**config.mk**
```make
export PLATFORM = sky130hd
export DESIGN_NAME = ljpf_back
export DESIGN_NICKNAME = d
export VERILOG_FILES = /design/src/hw/rtl/ljpf_pkg.sv /design/src/hw/rtl/ljpf_back.sv
export SDC_FILE = /design/constraint.sdc
export NUM_CORES = 2
export LEC_CHECK = 0
export BUFFER_PORTS_ARGS = -buffer_cell sky130_fd_sc_hd__buf_2
export CAP_MARGIN = 20
export CORE_ASPECT_RATIO = 1.25
export CORE_MARGIN = 5
export CORE_UTILIZATION = 42
export CTS_BUF_LIST = sky130_fd_sc_hd__clkbuf_16
export DETAILED_ROUTE_END_ITERATION = 6
export SYNTH_ARGS = -nofsm -noshare
export SYNTH_HDL_FRONTEND = slang
export SYNTH_SLANG_ARGS = --single-unit
export TNS_END_PERCENT = 1
```
**constraint.sdc**
```tcl
create_clock -name i_clk -period 8.6 [get_ports i_clk]
set_input_delay 0.43 -clock i_clk [delete_from_list [all_inputs] [get_ports i_clk]]
set_output_delay 0.43 -clock i_clk [all_outputs]
set_load 0.01 [all_outputs]
```
**src/hw/rtl/ljpf_pkg.sv**
```systemverilog
package ljpf_pkg;

    // pair queue between front and back
    localparam int QDEPTH = 8;
    localparam int QPTR_W = $clog2(QDEPTH);
    localparam int QCNT_W = $clog2(QDEPTH + 1);

    // clamp for intermediate q16.16 products
    localparam logic [47:0] LIMIT = 48'hFFFF_FFFF_FFFF;

    // pair class and result status codes
    localparam logic [1:0] ST_BEYOND  = 2'd0;
    localparam logic [1:0] ST_APPLIED = 2'd1;
    localparam logic [1:0] ST_COINC   = 2'd2;
    localparam logic [1:0] ST_LIMIT   = 2'd3;

    // configuration register indexes
    localparam logic [1:0] REG_SIGMA  = 2'd0;
    localparam logic [1:0] REG_EPS    = 2'd1;
    localparam logic [1:0] REG_CUTOFF = 2'd2;

    typedef struct packed {
        logic [31:0] sigma;
        logic [31:0] eps;
        logic [31:0] cutoff;
    } t_cfg;

    // classified pair as it leaves the front
    typedef struct packed {
        logic [63:0]       r2;
        logic [2:0][31:0]  mag;
        logic [2:0]        neg;
        logic [1:0]        cls;
    } t_pair;

    typedef struct packed {
        logic              valid;
        logic [2:0][31:0]  fb;
        logic [1:0]        status;
    } t_result;

endpackage

```
**src/hw/rtl/ljpf_back.sv**
```systemverilog
module ljpf_back (
    input  logic                i_clk,
    input  logic                i_rst_n,
    input  ljpf_pkg::t_cfg      i_cfg,
    input  logic                i_empty,
    input  ljpf_pkg::t_pair     i_head,
    output logic                o_pop,
    output ljpf_pkg::t_result   o_res
);
    import ljpf_pkg::*;

    // sequencer phases
    localparam logic [2:0] PH_IDLE  = 3'd0;
    localparam logic [2:0] PH_LOAD  = 3'd1;
    localparam logic [2:0] PH_RUN   = 3'd2;
    localparam logic [2:0] PH_STORE = 3'd3;
    localparam logic [2:0] PH_EMIT  = 3'd4;

    // operation steps
    localparam logic [3:0] STEP_SQRT = 4'd0;
    localparam logic [3:0] STEP_S    = 4'd1;
    localparam logic [3:0] STEP_S2   = 4'd2;
    localparam logic [3:0] STEP_S4   = 4'd3;
    localparam logic [3:0] STEP_S6   = 4'd4;
    localparam logic [3:0] STEP_S12  = 4'd5;
    localparam logic [3:0] STEP_W    = 4'd6;
    localparam logic [3:0] STEP_Q    = 4'd7;
    localparam logic [3:0] STEP_P0   = 4'd8;
    localparam logic [3:0] STEP_F0   = 4'd9;
    localparam logic [3:0] STEP_P1   = 4'd10;
    localparam logic [3:0] STEP_F1   = 4'd11;
    localparam logic [3:0] STEP_P2   = 4'd12;
    localparam logic [3:0] STEP_F2   = 4'd13;

    logic [2:0]        r_ph;
    logic [3:0]        r_step;
    logic [5:0]        r_cnt;
    logic              r_valid;
    logic [63:0]       r_r2;
    logic [2:0][31:0]  r_mag;
    logic [2:0]        r_dneg;
    logic [1:0]        r_cls;
    logic [31:0]       r_r;
    logic [35:0]       r_rem;
    logic [63:0]       r_opa, r_opb;
    logic [127:0]      r_acc;
    logic [47:0]       r_s, r_s2, r_s4, r_s6, r_w;
    logic [51:0]       r_hmag;
    logic              r_hneg;
    logic [63:0]       r_q, r_prod;
    logic              r_pov;
    logic              r_hit;
    logic [2:0][31:0]  r_fb;
    logic [1:0]        r_status;

    logic              w_is_sqrt, w_is_div;
    logic [3:0]        w_off;
    logic [1:0]        w_k;
    logic [32:0]       w_dsh;
    logic              w_dge;
    logic [35:0]       w_ssh, w_trial;
    logic              w_sge;
    logic [79:0]       w_pp;
    logic              w_movf;
    logic [47:0]       w_mq;
    logic [51:0]       w_a12, w_a6;
    logic [63:0]       w_fq;
    logic              w_fneg;
    logic [31:0]       w_fval;
    logic              w_fhit;

    // step decode
    assign w_is_sqrt = (r_step == STEP_SQRT);
    assign w_is_div  = (r_step == STEP_S) || (r_step == STEP_Q) || (r_step == STEP_F0)
                    || (r_step == STEP_F1) || (r_step == STEP_F2);
    assign w_off     = r_step - STEP_P0;
    assign w_k       = w_off[2:1];

    // restoring divider step, divisor is r
    assign w_dsh = {r_rem[31:0], r_opb[63]};
    assign w_dge = (w_dsh >= {1'b0, r_r});

    // square root step, two radicand bits a cycle
    assign w_ssh   = {r_rem[33:0], r_opb[63:62]};
    assign w_trial = {2'b0, r_r, 2'b01};
    assign w_sge   = (w_ssh >= w_trial);

    // multiplier step, sixteen bits of b a cycle
    assign w_pp   = r_opa * r_opb[63:48];
    assign w_movf = |r_acc[127:64];
    assign w_mq   = w_movf ? LIMIT : r_acc[63:16];

    // 12*s12 and 6*s6
    assign w_a12 = ({4'b0, w_mq} << 3) + ({4'b0, w_mq} << 2);
    assign w_a6  = ({4'b0, r_s6} << 2) + ({4'b0, r_s6} << 1);

    // component saturation
    assign w_fq   = r_pov ? 64'hFFFF_FFFF_FFFF_FFFF : r_opb;
    assign w_fneg = r_hneg ^ r_dneg[w_k];
    always_comb begin
        w_fhit = 1'b0;
        w_fval = w_fq[31:0];
        if (w_fneg) begin
            if (w_fq > 64'h8000_0000) begin
                w_fhit = 1'b1;
                w_fval = 32'h8000_0000;
            end else begin
                w_fval = 32'd0 - w_fq[31:0];
            end
        end else if (w_fq > 64'h7FFF_FFFF) begin
            w_fhit = 1'b1;
            w_fval = 32'h7FFF_FFFF;
        end
    end

    assign o_pop = (r_ph == PH_IDLE) && !i_empty;

    // control
    always_ff @(posedge i_clk) begin
        if (!i_rst_n) begin
            r_ph    <= PH_IDLE;
            r_step  <= STEP_SQRT;
            r_cnt   <= '0;
            r_valid <= 1'b0;
        end else begin
            r_valid <= 1'b0;
            unique case (r_ph)
                PH_IDLE: begin
                    if (!i_empty) begin
                        r_step <= STEP_SQRT;
                        r_ph   <= (i_head.cls == ST_APPLIED) ? PH_LOAD : PH_EMIT;
                    end
                end
                PH_LOAD: begin
                    r_ph  <= PH_RUN;
                    r_cnt <= w_is_sqrt ? 6'd31 : (w_is_div ? 6'd63 : 6'd3);
                end
                PH_RUN: begin
                    r_cnt <= r_cnt - 1'b1;
                    if (r_cnt == '0) r_ph <= PH_STORE;
                end
                PH_STORE: begin
                    if (r_step == STEP_F2) begin
                        r_ph <= PH_EMIT;
                    end else begin
                        r_step <= r_step + 1'b1;
                        r_ph   <= PH_LOAD;
                    end
                end
                PH_EMIT: begin
                    r_valid <= 1'b1;
                    r_ph    <= PH_IDLE;
                end
                default: r_ph <= PH_IDLE;
            endcase
        end
    end

    // datapath
    always_ff @(posedge i_clk) begin
        unique case (r_ph)
            PH_IDLE: begin
                r_r2   <= i_head.r2;
                r_mag  <= i_head.mag;
                r_dneg <= i_head.neg;
                r_cls  <= i_head.cls;
                r_hit  <= 1'b0;
                r_fb   <= '0;
            end
            PH_LOAD: begin
                r_rem <= '0;
                r_acc <= '0;
                unique case (r_step)
                    STEP_SQRT: begin
                        r_opb <= r_r2;
                        r_r   <= '0;
                    end
                    STEP_S:   r_opb <= {16'b0, i_cfg.sigma, 16'b0};
                    STEP_S2: begin
                        r_opa <= {16'b0, r_s};
                        r_opb <= {16'b0, r_s};
                    end
                    STEP_S4: begin
                        r_opa <= {16'b0, r_s2};
                        r_opb <= {16'b0, r_s2};
                    end
                    STEP_S6: begin
                        r_opa <= {16'b0, r_s4};
                        r_opb <= {16'b0, r_s2};
                    end
                    STEP_S12: begin
                        r_opa <= {16'b0, r_s6};
                        r_opb <= {16'b0, r_s6};
                    end
                    STEP_W: begin
                        r_opa <= {32'b0, i_cfg.eps};
                        r_opb <= {12'b0, r_hmag};
                    end
                    STEP_Q:   r_opb <= {r_w, 16'b0};
                    STEP_P0, STEP_P1, STEP_P2: begin
                        r_opa <= r_q;
                        r_opb <= {32'b0, r_mag[w_k]};
                    end
                    default:  r_opb <= r_prod;
                endcase
            end
            PH_RUN: begin
                if (w_is_sqrt) begin
                    r_rem <= w_sge ? (w_ssh - w_trial) : w_ssh;
                    r_r   <= {r_r[30:0], w_sge};
                    r_opb <= {r_opb[61:0], 2'b0};
                end else if (w_is_div) begin
                    r_rem <= {4'b0, (w_dge ? (w_dsh[31:0] - r_r) : w_dsh[31:0])};
                    r_opb <= {r_opb[62:0], w_dge};
                end else begin
                    r_acc <= {r_acc[111:0], 16'b0} + {48'b0, w_pp};
                    r_opb <= {r_opb[47:0], 16'b0};
                end
            end
            PH_STORE: begin
                unique case (r_step)
                    STEP_SQRT: ;
                    STEP_S:   r_s <= r_opb[47:0];
                    STEP_S2: begin
                        r_s2  <= w_mq;
                        r_hit <= r_hit | w_movf;
                    end
                    STEP_S4: begin
                        r_s4  <= w_mq;
                        r_hit <= r_hit | w_movf;
                    end
                    STEP_S6: begin
                        r_s6  <= w_mq;
                        r_hit <= r_hit | w_movf;
                    end
                    STEP_S12: begin
                        r_hit  <= r_hit | w_movf;
                        r_hneg <= (w_a12 < w_a6);
                        r_hmag <= (w_a12 >= w_a6) ? (w_a12 - w_a6) : (w_a6 - w_a12);
                    end
                    STEP_W: begin
                        r_w   <= w_mq;
                        r_hit <= r_hit | w_movf;
                    end
                    STEP_Q:   r_q <= r_opb;
                    STEP_P0, STEP_P1, STEP_P2: begin
                        r_prod <= r_acc[63:0];
                        r_pov  <= w_movf;
                    end
                    default: begin
                        r_fb[w_k] <= w_fval;
                        r_hit     <= r_hit | w_fhit;
                    end
                endcase
            end
            PH_EMIT: begin
                r_status <= (r_cls == ST_APPLIED) ? (r_hit ? ST_LIMIT : ST_APPLIED) : r_cls;
            end
            default: ;
        endcase
    end

    assign o_res.valid  = r_valid;
    assign o_res.fb     = r_fb;
    assign o_res.status = r_status;

    a_single_strobe: assert property (@(posedge i_clk) disable iff (!i_rst_n)
        r_valid |=> !r_valid)
        else $error("result strobe longer than one cycle");
    a_coinc_zero: assert property (@(posedge i_clk) disable iff (!i_rst_n)
        (r_valid && (r_status == ST_COINC)) |-> (r_fb == '0))
        else $error("coincident pair with nonzero force");
    a_step_range: assert property (@(posedge i_clk) disable iff (!i_rst_n)
        (r_ph == PH_RUN) |-> (r_step <= STEP_F2))
        else $error("sequencer step out of range");

endmodule

```
==> results.yml <==
routing:
  finalWirelength_mm: 337
  drc: 4
  drt_first_iter_violations: 7538
  ant_nets: 0
  vias_per_cell: 5.74
  routed-via-count: 75800
  dr.pass1.iters: 7
  met3_length_mm: 26.3
  drt-met1-wl_mm: 127
  route.met2.wl_mm: 159
  routed.top_layer: "met4"
  wl_per_cell_um: 25.5
place:
  place_area_um2: 100000
  hpwl_mm: 261
  gp_congestion: 0.978
  portBuffers: 331
setup_path:
  worst-setup-path-type: "flop to flop"
  worst_r2r_path_depth: 27
  cp.arrival_ns: 8.74
  critical_path.max_fanout: 9
  max_stage_delay_ns: 0.64
  cp-end-kind: "flop"
  cp-start-kind: "flop"
  cp_slowest_cell: "or4_4"
  critical_path_required_ns: 9.08
sta:
  drv_slew: 0
  whs_ns: 0.125
  max_slew.worst_pin.slew_ns: 1.10
  setup_viol: 0
  clock_skew_ns: 0.0550
  min_period_over_period_pct: 96.1
  fmax_mhz: 121
  max_slew_margin_pct: 26.7
  period_minus_slack_ns: 8.26
  setup_tns_ns: 0
  finalHoldViolCount: 0
logic_synthesis:
  seq_area_frac_synth_pct: 33.3
  netlist_area_um2: 91600
  synthesis.nets: 11100
  synth_cell_types: 92
  ys_ff_latch: 1021
  synth_top_cell_area_share_pct: 33.0
  synth_commonest_cells: "1317 x inv_1, 1290 x nand2_1, 1007 x edfxtp_1, 934 x fa_1, 626 x a21oi_1"
  yosysWarnings: 0
  synth_most_common_cell: "inv_1"
  ys.flop_type: "edfxtp_1"
  postSynthAreaPerCell_um2: 9.63
  synthCells: 9513
  async_flop_share_pct: 0
  synth_area_leaders: "edfxtp_1 33%, fa_1 20%, ha_1 6.0%"
  synth_largest_area_cell: "edfxtp_1"
  synth_enable_flop_cells: 1007
floorplanning:
  chipHeight_um: 532
  core_um2: 217000
  dieWidth_um: 428
  initial_core_util_pct: 42.2
  row_count: 191
  die_area_um2: 228000
  io_pins: 364
global_routing:
  grt_start_max_net_pins: 139
  grt_pass1_vias: 77400
  grt_pass1_wl_mm: 500
  antenna_found_initial: 16
  grt_usage_pct: 29.2
  grt_overflow_total: 0
cells_and_area:
  final_nets: 11900
  area_growth_pct: 15.3
  nFillCells: 20400
  drive_gt1_share_pct: 12.0
  final_area_um2: 106000
  post-route-util_pct: 48.7
cts:
  clkTransAtPathRegs_ns: 0.06
  root_buffer: "clkbuf_16"
  cts_buffers: 110
  cts.sinks: 1021
  insertion_delay_ns: 0.76
  clockBufferDepth: 3
  cts_tree: "built"
  h-tree-depth: 3
power_and_ir_drop:
  cellPowerDensity_nw_per_um2: 310
  power.leakage_nw: 45.1
  p_total_w: 0.0327
  vdd.ir_drop.worst_v: 0.000647
run_status:
  violations: "design-rule violations"
  status: "finished, violations left"
min_path:
  whs_path_depth: 3
  hp-class: "primary input to flop"
job:
  cap_violations: 0
==> through the flow <==
step	std cells	worst slack [ns]
5_1_grt	13200	-0.0586
6_report	13200	0.335
3_5_place_dp	12800	0.196
4_1_cts	13200	0.122
3_3_place_gp	12800	0.154
2_1_floorplan	9513	0.394
==> final timing paths <==
| check | endpoint | from | slack [ns] |
|---|---|---|---|
| max reg2reg | r_acc[106] | r_opa[5] | 0.34 |
| min | r_step[2] | i_empty | 0.12 |
| min reg2reg | r_prod[60] | r_acc[60] | 0.46 |
| max | r_acc[106] | r_opa[5] | 0.34 |
==> per-layer routing <==
| layer | vias up | GRT usage (%) |
|---|---|---|
| li1 | 33500 | - |
| met1 | 37900 | 36.3 |
| met2 | 3517 | 48.0 |
| met3 | 839 | 4.52 |
| met4 | 0 | 16.9 |
| met5 | - | 0 |
==> logic make-up after synthesis <==
family          after synthesis  synth area share, %
compound gates             1976                 14.1
fa+ha+maj                  1371                 26.4
buf+inv                    1858                 7.63
xor+xnor                    302                 2.89
flops                      1021                 33.3
simple gates               2859                 14.3
mux                         126                 1.39
==> layout by cell type, fill, tap and decap left out, types with 110 or more instances in the layout <==
cell type      count
nand3_1          126
o21ai_0          285
a22oi_1          172
a21oi_1          624
edfxtp_1        1007
clkbuf_16        110
buf_4            609
nor2_1           550
a21o_1           211
xnor2_1          199
ha_1             437
nand2_1         1288
mux2i_1          118
buf_2            331
fa_1             934
dlygate4sd3_1    166
inv_1           1337
and2_1           405
==> what timing repair did <==
action,in CTS,in global routing
endpoints found under the setup margin,0,60
endpoints found under the hold margin,169,0
buffers inserted,0,2
hold buffers,166,0
gates resized for setup,0,18
==> power by group <==
group	total [W]	switching (W)	internal, W
clock	0.00492	0.00222	0.00270
sequential	0.00592	0.000161	0.00576
combinational	0.0219	0.0138	0.00808
total	0.0327	0.0162	0.0165
==> final cells by class <==
type                            count  area (µm²)  area share (%)
Inverter                         1318        4950            4.69
Tap cell                         2895        3620            3.43
Clock inverter                     90         835           0.790
Clock buffer                      110        2750            2.61
Multi-Input combinational cell   6634       54400            51.5
Sequential cell                  1021       30500            28.9
Timing Repair Buffer             1139        8550            8.09
Antenna cell                        7        17.5          0.0166
==> registers in the layout, summed over array words and instances, names as in the netlist, 51 cells and up <==
register and count:
r_q 64, r_acc 128, r_opa 64, r_opb 64, o_res 96, r_mag 96, r_prod 64, r_hmag 51
r_r2 64
==> critical path, delay by kind of cell (launching register included) <==
family | cells | cell delay (ns)
XOR/XNOR | 1 | 0.10
AO/OA/AOI/OAI | 5 | 1.35
adder cells (fa/ha/maj) | 7 | 3.38
AND/OR/NAND/NOR | 4 | 1.08
buffers and inverters | 10 | 1.48
flip-flops | 1 | 0.59
No activity file was read; power rests on OpenSTA's default activity.
